## src/design/utf8_stream_decoder_macros.svh

```systemverilog
// Assertion macros shared by the UTF-8 stream decoder RTL.
// Define ASSERT_OFF to compile every check away. No other dependencies.
`ifndef UTF8_STREAM_DECODER_MACROS_SVH
`define UTF8_STREAM_DECODER_MACROS_SVH
`ifndef ASSERT_OFF
// Clocked check, disabled while reset is asserted (active low).
`define UTF8SD_ASSERT(lbl, clk, rst_n, prop, msg) \
    lbl: assert property (@(posedge clk) disable iff (!rst_n) prop) else $error(msg);
// Clocked check that also holds during reset.
`define UTF8SD_ASSERT_ALWAYS(lbl, clk, prop, msg) \
    lbl: assert property (@(posedge clk) prop) else $error(msg);
`else
`define UTF8SD_ASSERT(lbl, clk, rst_n, prop, msg)
`define UTF8SD_ASSERT_ALWAYS(lbl, clk, prop, msg)
`endif
`endif

```

## src/design/utf8sd_pkg.sv

```systemverilog
// Types and constants shared by the UTF-8 stream decoder modules.
// No dependencies.
package utf8sd_pkg;

    // Operation classes produced by the front classifier
    typedef enum logic [2:0] {
        K_END   = 3'd0,
        K_ZERO  = 3'd1,
        K_LEAD  = 3'd2,
        K_BAD   = 3'd3,
        K_TRAIL = 3'd4,
        K_ASCII = 3'd5
    } t_kind;

    typedef enum logic [1:0] {
        ST_OK         = 2'd0,
        ST_SKIPPED    = 2'd1,
        ST_NO_MAPPING = 2'd2,
        ST_NOT_FOUND  = 2'd3
    } t_status;

    typedef struct packed {
        t_kind       kind;
        logic [1:0]  lead_len;  // trailers a lead byte opens
        logic [6:0]  payload;   // masked data bits of the byte
    } t_op;

    typedef struct packed {
        logic [20:0] code_point;
        t_status     status;
        logic [15:0] bytes_used;
    } t_result;

    localparam logic [7:0]  LEAD_MASK     = 8'hC0;
    localparam logic [15:0] OUT_COUNT_MAX = 16'hFFFF;
    localparam logic [20:0] CP_MAX        = 21'h10FFFF;
    localparam logic [20:0] SURR_LO       = 21'h00D800;
    localparam logic [20:0] SURR_HI       = 21'h00DFFF;
    localparam int          QUEUE_DEPTH   = 2;

endpackage

```

## src/design/utf8sd_queue.sv

```systemverilog
// Small register FIFO used between decoder stages and on the result side.
// Depends on utf8_stream_decoder_macros.svh for its checks.
`include "utf8_stream_decoder_macros.svh"
module utf8sd_queue #(
    parameter int WIDTH = 8,
    parameter int DEPTH = 2
) (
    input  logic             i_clk,
    input  logic             i_rst_n,
    input  logic             i_push,
    input  logic [WIDTH-1:0] i_data,
    output logic             o_full,
    input  logic             i_pop,
    output logic [WIDTH-1:0] o_data,
    output logic             o_empty
);
    localparam int PW = (DEPTH > 1) ? $clog2(DEPTH) : 1;
    localparam int CW = $clog2(DEPTH + 1);

    logic [WIDTH-1:0] r_mem [DEPTH];
    logic [PW-1:0]    r_wr_ptr, r_rd_ptr, n_wr_ptr, n_rd_ptr;
    logic [CW-1:0]    r_count, n_count;
    logic             do_push, do_pop;

    assign o_full  = (r_count == CW'(DEPTH));
    assign o_empty = (r_count == '0);
    assign o_data  = r_mem[r_rd_ptr];
    assign do_push = i_push && !o_full;
    assign do_pop  = i_pop && !o_empty;

    always_comb begin
        n_wr_ptr = r_wr_ptr;
        n_rd_ptr = r_rd_ptr;
        n_count  = r_count;
        if (do_push) begin
            n_wr_ptr = (r_wr_ptr == PW'(DEPTH - 1)) ? '0 : r_wr_ptr + 1'b1;
        end
        if (do_pop) begin
            n_rd_ptr = (r_rd_ptr == PW'(DEPTH - 1)) ? '0 : r_rd_ptr + 1'b1;
        end
        if (do_push && !do_pop) begin
            n_count = r_count + 1'b1;
        end else if (do_pop && !do_push) begin
            n_count = r_count - 1'b1;
        end
    end

    always_ff @(posedge i_clk) begin
        if (!i_rst_n) begin
            r_wr_ptr <= '0;
            r_rd_ptr <= '0;
            r_count  <= '0;
        end else begin
            r_wr_ptr <= n_wr_ptr;
            r_rd_ptr <= n_rd_ptr;
            r_count  <= n_count;
        end
    end

    always_ff @(posedge i_clk) begin
        if (do_push) begin
            r_mem[r_wr_ptr] <= i_data;
        end
    end

    `UTF8SD_ASSERT(a_count_bound, i_clk, i_rst_n, r_count <= CW'(DEPTH), "queue overfilled")
    `UTF8SD_ASSERT(a_push_pop_hold, i_clk, i_rst_n, (do_push && do_pop) |=> $stable(r_count), "queue count moved on push and pop")
    `UTF8SD_ASSERT(a_full_empty, i_clk, i_rst_n, !(o_full && o_empty), "queue both full and empty")

endmodule

```

## src/design/utf8sd_front.sv

```systemverilog
// Front end: accepts byte or end-of-buffer transactions and classifies them.
// Depends on utf8sd_pkg and utf8sd_queue (operation queue to the back end).
module utf8sd_front
    import utf8sd_pkg::*;
(
    input  logic       i_clk,
    input  logic       i_rst_n,
    input  logic       i_push,
    input  logic       i_mode,
    input  logic [7:0] i_byte_value,
    output logic       o_full,
    input  logic       i_op_pop,
    output t_op        o_op,
    output logic       o_op_empty
);
    t_op op;

    always_comb begin
        op.kind     = K_ASCII;
        op.lead_len = 2'd0;
        op.payload  = i_byte_value[6:0];
        priority if (i_mode) begin
            op.kind    = K_END;
            op.payload = '0;
        end else if (i_byte_value == 8'h00) begin
            op.kind = K_ZERO;
        end else if ((i_byte_value & LEAD_MASK) == LEAD_MASK) begin
            op.kind = K_LEAD;
            priority if (!i_byte_value[5]) begin
                op.lead_len = 2'd1;
                op.payload  = {2'b00, i_byte_value[4:0]};
            end else if (!i_byte_value[4]) begin
                op.lead_len = 2'd2;
                op.payload  = {3'b000, i_byte_value[3:0]};
            end else if (!i_byte_value[3]) begin
                op.lead_len = 2'd3;
                op.payload  = {4'b0000, i_byte_value[2:0]};
            end else begin
                // F8-FF: never valid in UTF-8
                op.kind    = K_BAD;
                op.payload = '0;
            end
        end else if (i_byte_value[7]) begin
            op.kind    = K_TRAIL;
            op.payload = {1'b0, i_byte_value[5:0]};
        end else begin
            op.kind = K_ASCII;
        end
    end

    utf8sd_queue #(
        .WIDTH ($bits(t_op)),
        .DEPTH (QUEUE_DEPTH)
    ) u_op_queue (
        .i_clk   (i_clk),
        .i_rst_n (i_rst_n),
        .i_push  (i_push),
        .i_data  (op),
        .o_full  (o_full),
        .i_pop   (i_op_pop),
        .o_data  (o_op),
        .o_empty (o_op_empty)
    );

endmodule

```

## src/design/utf8sd_back.sv

```systemverilog
// Back end: holds the decode state and turns classified operations into results.
// Depends on utf8sd_pkg and utf8_stream_decoder_macros.svh.
`include "utf8_stream_decoder_macros.svh"
module utf8sd_back
    import utf8sd_pkg::*;
#(
    parameter int COUNT_BITS = 16
) (
    input  logic    i_clk,
    input  logic    i_rst_n,
    input  t_op     i_op,
    input  logic    i_op_empty,
    output logic    o_op_pop,
    output t_result o_res,
    output logic    o_res_push,
    input  logic    i_res_full
);
    localparam int WW = COUNT_BITS + 16;

    logic [1:0]            r_pend, n_pend;
    logic [20:0]           r_partial, n_partial;
    logic                  r_flag, n_flag;
    logic [COUNT_BITS-1:0] r_count, n_count;
    logic [COUNT_BITS-1:0] count_inc;
    logic [20:0]           trail_code;
    logic [1:0]            pend_dec;
    logic                  go, emit, cp_valid;

    function automatic logic [15:0] sat_used(input logic [COUNT_BITS-1:0] c);
        logic [WW-1:0] wide;
        wide = WW'(c);
        return (wide > WW'(OUT_COUNT_MAX)) ? OUT_COUNT_MAX : wide[15:0];
    endfunction

    assign go         = !i_op_empty && !i_res_full;
    assign o_op_pop   = go;
    assign o_res_push = emit;
    assign count_inc  = (&r_count) ? r_count : r_count + 1'b1;
    assign trail_code = {r_partial[14:0], i_op.payload[5:0]};
    assign pend_dec   = r_pend - 2'd1;
    assign cp_valid   = (trail_code <= CP_MAX) &&
                        !((trail_code >= SURR_LO) && (trail_code <= SURR_HI));

    always_comb begin
        n_pend    = r_pend;
        n_partial = r_partial;
        n_flag    = r_flag;
        n_count   = r_count;
        emit      = 1'b0;
        o_res     = '0;
        if (go) begin
            unique case (i_op.kind)
                K_END: begin
                    emit             = 1'b1;
                    o_res.status     = r_flag ? ST_NO_MAPPING : ST_NOT_FOUND;
                    o_res.bytes_used = sat_used(r_count);
                end
                K_ZERO: begin
                    emit             = 1'b1;
                    o_res.status     = r_flag ? ST_SKIPPED : ST_OK;
                    o_res.bytes_used = sat_used(count_inc);
                end
                K_LEAD: begin
                    n_count   = count_inc;
                    n_flag    = r_flag || (r_pend != 2'd0);
                    n_pend    = i_op.lead_len;
                    n_partial = {14'd0, i_op.payload};
                end
                K_BAD: begin
                    n_count   = count_inc;
                    n_flag    = 1'b1;
                    n_pend    = 2'd0;
                    n_partial = '0;
                end
                K_TRAIL: begin
                    n_count = count_inc;
                    if (r_pend == 2'd0) begin
                        n_flag = 1'b1;  // stray trailer
                    end else begin
                        n_pend = pend_dec;
                        if (pend_dec != 2'd0) begin
                            n_partial = trail_code;
                        end else begin
                            n_partial = '0;
                            // surrogates and out-of-range scalars vanish
                            if (cp_valid) begin
                                emit             = 1'b1;
                                o_res.code_point = trail_code;
                                o_res.status     = r_flag ? ST_SKIPPED : ST_OK;
                                o_res.bytes_used = sat_used(count_inc);
                            end
                        end
                    end
                end
                K_ASCII: begin
                    emit             = 1'b1;
                    o_res.code_point = {14'd0, i_op.payload};
                    o_res.status     = (r_flag || (r_pend != 2'd0)) ? ST_SKIPPED : ST_OK;
                    o_res.bytes_used = sat_used(count_inc);
                end
                default: begin
                end
            endcase
        end
        if (emit) begin
            n_pend    = 2'd0;
            n_partial = '0;
            n_flag    = 1'b0;
            n_count   = '0;
        end
    end

    always_ff @(posedge i_clk) begin
        if (!i_rst_n) begin
            r_pend    <= 2'd0;
            r_partial <= '0;
            r_flag    <= 1'b0;
            r_count   <= '0;
        end else begin
            r_pend    <= n_pend;
            r_partial <= n_partial;
            r_flag    <= n_flag;
            r_count   <= n_count;
        end
    end

    `UTF8SD_ASSERT(a_idle_partial, i_clk, i_rst_n, (r_pend == 2'd0) |-> (r_partial == '0), "partial code left without pending trailers")
    `UTF8SD_ASSERT(a_push_needs_op, i_clk, i_rst_n, o_res_push |-> o_op_pop, "result pushed without an operation")
    `UTF8SD_ASSERT(a_end_emits, i_clk, i_rst_n, (o_op_pop && (i_op.kind == K_END)) |-> o_res_push, "end of buffer gave no result")
    `UTF8SD_ASSERT(a_emit_clears, i_clk, i_rst_n, o_res_push |=> ((r_pend == 2'd0) && !r_flag && (r_count == '0)), "state not cleared after result")

endmodule

```

## src/design/utf8_stream_decoder.sv

```systemverilog
// Top level of the byte-serial UTF-8 stream decoder.
// Depends on utf8sd_pkg, utf8sd_front, utf8sd_back and utf8sd_queue.
//
//   channel  | direction | handshake      | payload
//   ---------+-----------+----------------+------------------------------------
//   input    | in        | i_push, o_full | i_mode, i_byte_value
//   result   | out       | o_empty, i_pop | o_code_point, o_status, o_bytes_used
//
// One byte or end-of-buffer transaction per cycle while o_full is low; the back
// end updates its state per popped operation. Each input waits in the operation
// queue and its result in the result queue, before o_empty falls.
// Synchronous active-low reset clears the queues and the decode state.
// A full result queue stalls the back end; the operation queue then fills and
// raises o_full.
module utf8_stream_decoder
    import utf8sd_pkg::*;
#(
    parameter int COUNT_BITS = 16
) (
    input  logic        i_clk,
    input  logic        i_rst_n,
    input  logic        i_push,
    output logic        o_full,
    input  logic        i_mode,
    input  logic [7:0]  i_byte_value,
    output logic        o_empty,
    input  logic        i_pop,
    output logic [20:0] o_code_point,
    output logic [1:0]  o_status,
    output logic [15:0] o_bytes_used
);
    t_op     op;
    logic    op_empty, op_pop;
    t_result res, res_out;
    logic    res_push, res_full;

    utf8sd_front u_front (
        .i_clk        (i_clk),
        .i_rst_n      (i_rst_n),
        .i_push       (i_push),
        .i_mode       (i_mode),
        .i_byte_value (i_byte_value),
        .o_full       (o_full),
        .i_op_pop     (op_pop),
        .o_op         (op),
        .o_op_empty   (op_empty)
    );

    utf8sd_back #(
        .COUNT_BITS (COUNT_BITS)
    ) u_back (
        .i_clk      (i_clk),
        .i_rst_n    (i_rst_n),
        .i_op       (op),
        .i_op_empty (op_empty),
        .o_op_pop   (op_pop),
        .o_res      (res),
        .o_res_push (res_push),
        .i_res_full (res_full)
    );

    utf8sd_queue #(
        .WIDTH ($bits(t_result)),
        .DEPTH (QUEUE_DEPTH)
    ) u_res_queue (
        .i_clk   (i_clk),
        .i_rst_n (i_rst_n),
        .i_push  (res_push),
        .i_data  (res),
        .o_full  (res_full),
        .i_pop   (i_pop),
        .o_data  (res_out),
        .o_empty (o_empty)
    );

    assign o_code_point = res_out.code_point;
    assign o_status     = res_out.status;
    assign o_bytes_used = res_out.bytes_used;

endmodule

```

## config.mk

```make
export PLATFORM = sky130hd
export DESIGN_NAME = utf8_stream_decoder
export DESIGN_NICKNAME = d
export VERILOG_FILES = /design/src/design/utf8sd_pkg.sv /design/src/design/utf8sd_queue.sv /design/src/design/utf8sd_front.sv /design/src/design/utf8sd_back.sv /design/src/design/utf8_stream_decoder.sv
export VERILOG_INCLUDE_DIRS = /design/src /design/src/design
export SDC_FILE = /design/constraint.sdc
export NUM_CORES = 1
export LEC_CHECK = 0
export BUFFER_PORTS_ARGS = -buffer_cell sky130_fd_sc_hd__buf_2
export CAP_MARGIN = 20
export CORE_MARGIN = 2
export CORE_UTILIZATION = 60
export DETAILED_ROUTE_END_ITERATION = 8
export PLACE_DENSITY = 0.8
export SLEW_MARGIN = 10
export SYNTH_ARGS = -nofsm -noshare
export SYNTH_HDL_FRONTEND = slang
export SYNTH_SLANG_ARGS = --single-unit
```

## constraint.sdc

```tcl
create_clock -name i_clk -period 5 [get_ports i_clk]
set_input_delay 0.5 -clock i_clk [delete_from_list [all_inputs] [get_ports i_clk]]
set_output_delay 0.5 -clock i_clk [all_outputs]
set_load 0.01 [all_outputs]
```

==> flow_summary.toml <==
[outcome]
outcome = "complete, no violations"

[sta]
layout_worst_path_cycle_share_pct = 73.6
finalWorstSetupSlack_ps = 1320
post-route-min-period_ps = 3680
fin_worst_skew_ps = 8.51
slew_headroom_pct = 31.6
worstMarginPinSlew_ps = 1020
setup_viol = 0
rsz0062_at_grt = "false"
slew_viol_final = 0
final-hold-violation-count = 0
timing.fmax_mhz = 272
setup-tns-final_ps = 0
holdWs_ps = 298

[cells_and_area]
area_growth_syn_to_layout_pct = 13.0
final_common_cell = "edfxtp_1"
utilization_pct = 69.6
final_cell_mix = "edfxtp_1, buf_2, dfxtp_1"
stdcell_count = 754
design_area_sq_um = 7550
finalNetCount = 619
drive_above_1_share_pct = 23.8
antennaDiodeCount = 0

[pwr]
p_leak_nw = 2.52
ir_drop_uv = 284
powerDensity_nw_per_um2 = 479
p_total_mw = 3.62

[clock_network]
clockRootBuffer = "clkbuf_8"
cts_max_level = 4
cts_resized = 0
numCtsBuffers = 17
cts_hold_buf = 0
clock_latency_ps = 530
cts.sinks = 146
post_cts_buffers = 0
clockBufferDepth = 2
clkTransAtPathRegs_ps = 60
cts_tree = "done"

[floorplanning]
die_w_microns = 110
fp-row-count = 38
ioPinCount = 54
start_util_pct = 61.6
coreArea_sq_um = 10800
dieArea_sq_um = 12000
dieHeight_microns = 110

[placed_design]
dpl.hpwl_microns = 8980
placed_cell_area_sq_um = 6990
portBuffers = 53
placedCellCount = 722
gp_congestion = 0.964
dp_slack_ps = 1350

[yosys]
ys_async_sr_fraction_pct = 0
yosysUniqueCellTypes = 67
synth_fp_nets = 577
ys.warnings.count = 0
ys_seq_area_share_pct = 59.0
avgSynthCellArea_sq_um = 12.0
syn_area_sq_um = 6680
ys_ff_latch = 146
syn_inst = 559
synth-edff-count = 102
yosys_most_used_dff = "edfxtp_1"

[routing]
routed_wl_microns = 13800
drtIter0Drc = 543
remaining_drc_errors = 0
final_antenna_net_count = 0
num_vias = 4635
wl_per_cell_microns = 18.3
dr.pass1.iters = 6
via_per_inst = 6.15

[setup_path]
cp-start-kind = "register"
cp.buffers_inverters = 0
critPathMaxFanout = 26
cp-end-kind = "register"
required_ps = 5450
crit_slowest_cell = "dfxtp_1"
cp_common_cell = "nand2_1"
crit_type = "register to register"
path_delay_family = "simple AND/OR/NAND/NOR gates"
path_cells = "and4bb_1, o2111ai_2, o21bai_2, nand2_1, nand2_1, ha_1, or3_1, a21boi_0"
arrival_ps = 4140
cp_slowest_stage_delay_ps = 860

[global_route]
grt_overflow_total = 0
grt_pass1_wl_microns = 22300
first_global_vias = 4379
grt_max_degree = 40
grtUsageTotal_pct = 24.5
antenna_found_initial = 0

[job]
maxCapViolCount = 0

[worst_hold_path]
hp-class = "input port to register"
## power breakdown
| part | internal [mW] | switching [mW] |
|---|---|---|
| Clock | 0.705 | 0.489 |
| Combinational | 0.362 | 0.479 |
| Sequential | 1.45 | 0.131 |
| Total | 2.52 | 1.10 |
## final cells by class
type | count | area [sq um]
sequential | 146 | 3950
timing repair buffer | 56 | 288
tap | 140 | 175
clock buffer | 18 | 418
multi-input combinational | 364 | 2520
inverter | 16 | 60.1
clock inverter | 14 | 140
fill | 764 | 3290
## cells by family after synthesis
group / after synthesis / share of synthesized area [%]
buf+inv: 49 / 3.39
fa+ha+maj: 5 / 0.937
compound gates: 115 / 11.3
xor+xnor: 7 / 0.918
simple gates: 185 / 15.8
flops: 146 / 59.0
mux: 52 / 8.58
## final timing paths
check | from | endpoint | slack [ps] | depth (start not counted)
worst max-delay path | register | u_res_queue.r_count[1] | 1320 | 8
worst min-delay path | i_byte_value[0] | u_front.u_op_queue.r_mem[1][0] | 300 | 2
worst max register to register | register | u_res_queue.r_count[1] | 1320 | 8
worst min register to register | u_back.r_partial[0] | u_back.r_partial[0] | 480 | 2
## cell usage after synthesis (2+ instances only)
master	n	area [sq um]
edfxtp_1	102	3060
dfxtp_1	44	881
mux2_2	42	473
a21oi_1	40	200
nand2_1	34	128
nand3_1	23	115
and3_1	19	119
nor2_1	16	60.1
o21ai_0	16	80.1
a31oi_1	15	93.8
buf_2	15	75.1
inv_1	15	56.3
or3_1	15	93.8
and2_1	12	75.1
clkbuf_1	12	45.0
mux2i_1	10	100
nand4_1	10	62.6
nor4_1	9	56.3
a211oi_1	8	60.1
nand3b_1	7	52.6
nor3_1	7	35.0
nor2_2	6	37.5
and4_1	5	43.8
ha_1	5	62.6
or4_1	5	37.5
nand2b_1	4	25.0
nor3b_1	4	30.0
o21bai_1	4	30.0
o31ai_1	4	30.0
xnor2_1	4	35.0
buf_6	3	33.8
xor2_1	3	26.3
a21boi_0	2	15.0
a22oi_1	2	15.0
buf_1	2	7.51
nand4b_1	2	17.5
o211ai_1	2	15.0
o21a_1	2	15.0
## state kept, by name (all words and copies together), names as in the netlist, 2 cells and up, named ones only
register / flops
u_back.r_count: 16
u_back.r_partial: 15
u_back.r_pend: 2
u_front.u_op_queue.r_count: 2
u_front.u_op_queue.r_mem: 24
u_res_queue.r_count: 2
u_res_queue.r_mem: 78
## routing by layer
layer  track usage, %  up-vias  part of all wire, %
met4             6.51        0                  1.3
met3             6.58       19                  7.9
met2             37.9      200                   46
met1             34.5     2199                   45
li1                 -     2217                    -
met5                0        -                    0
Note: power is estimated with default switching activity, not from simulation.
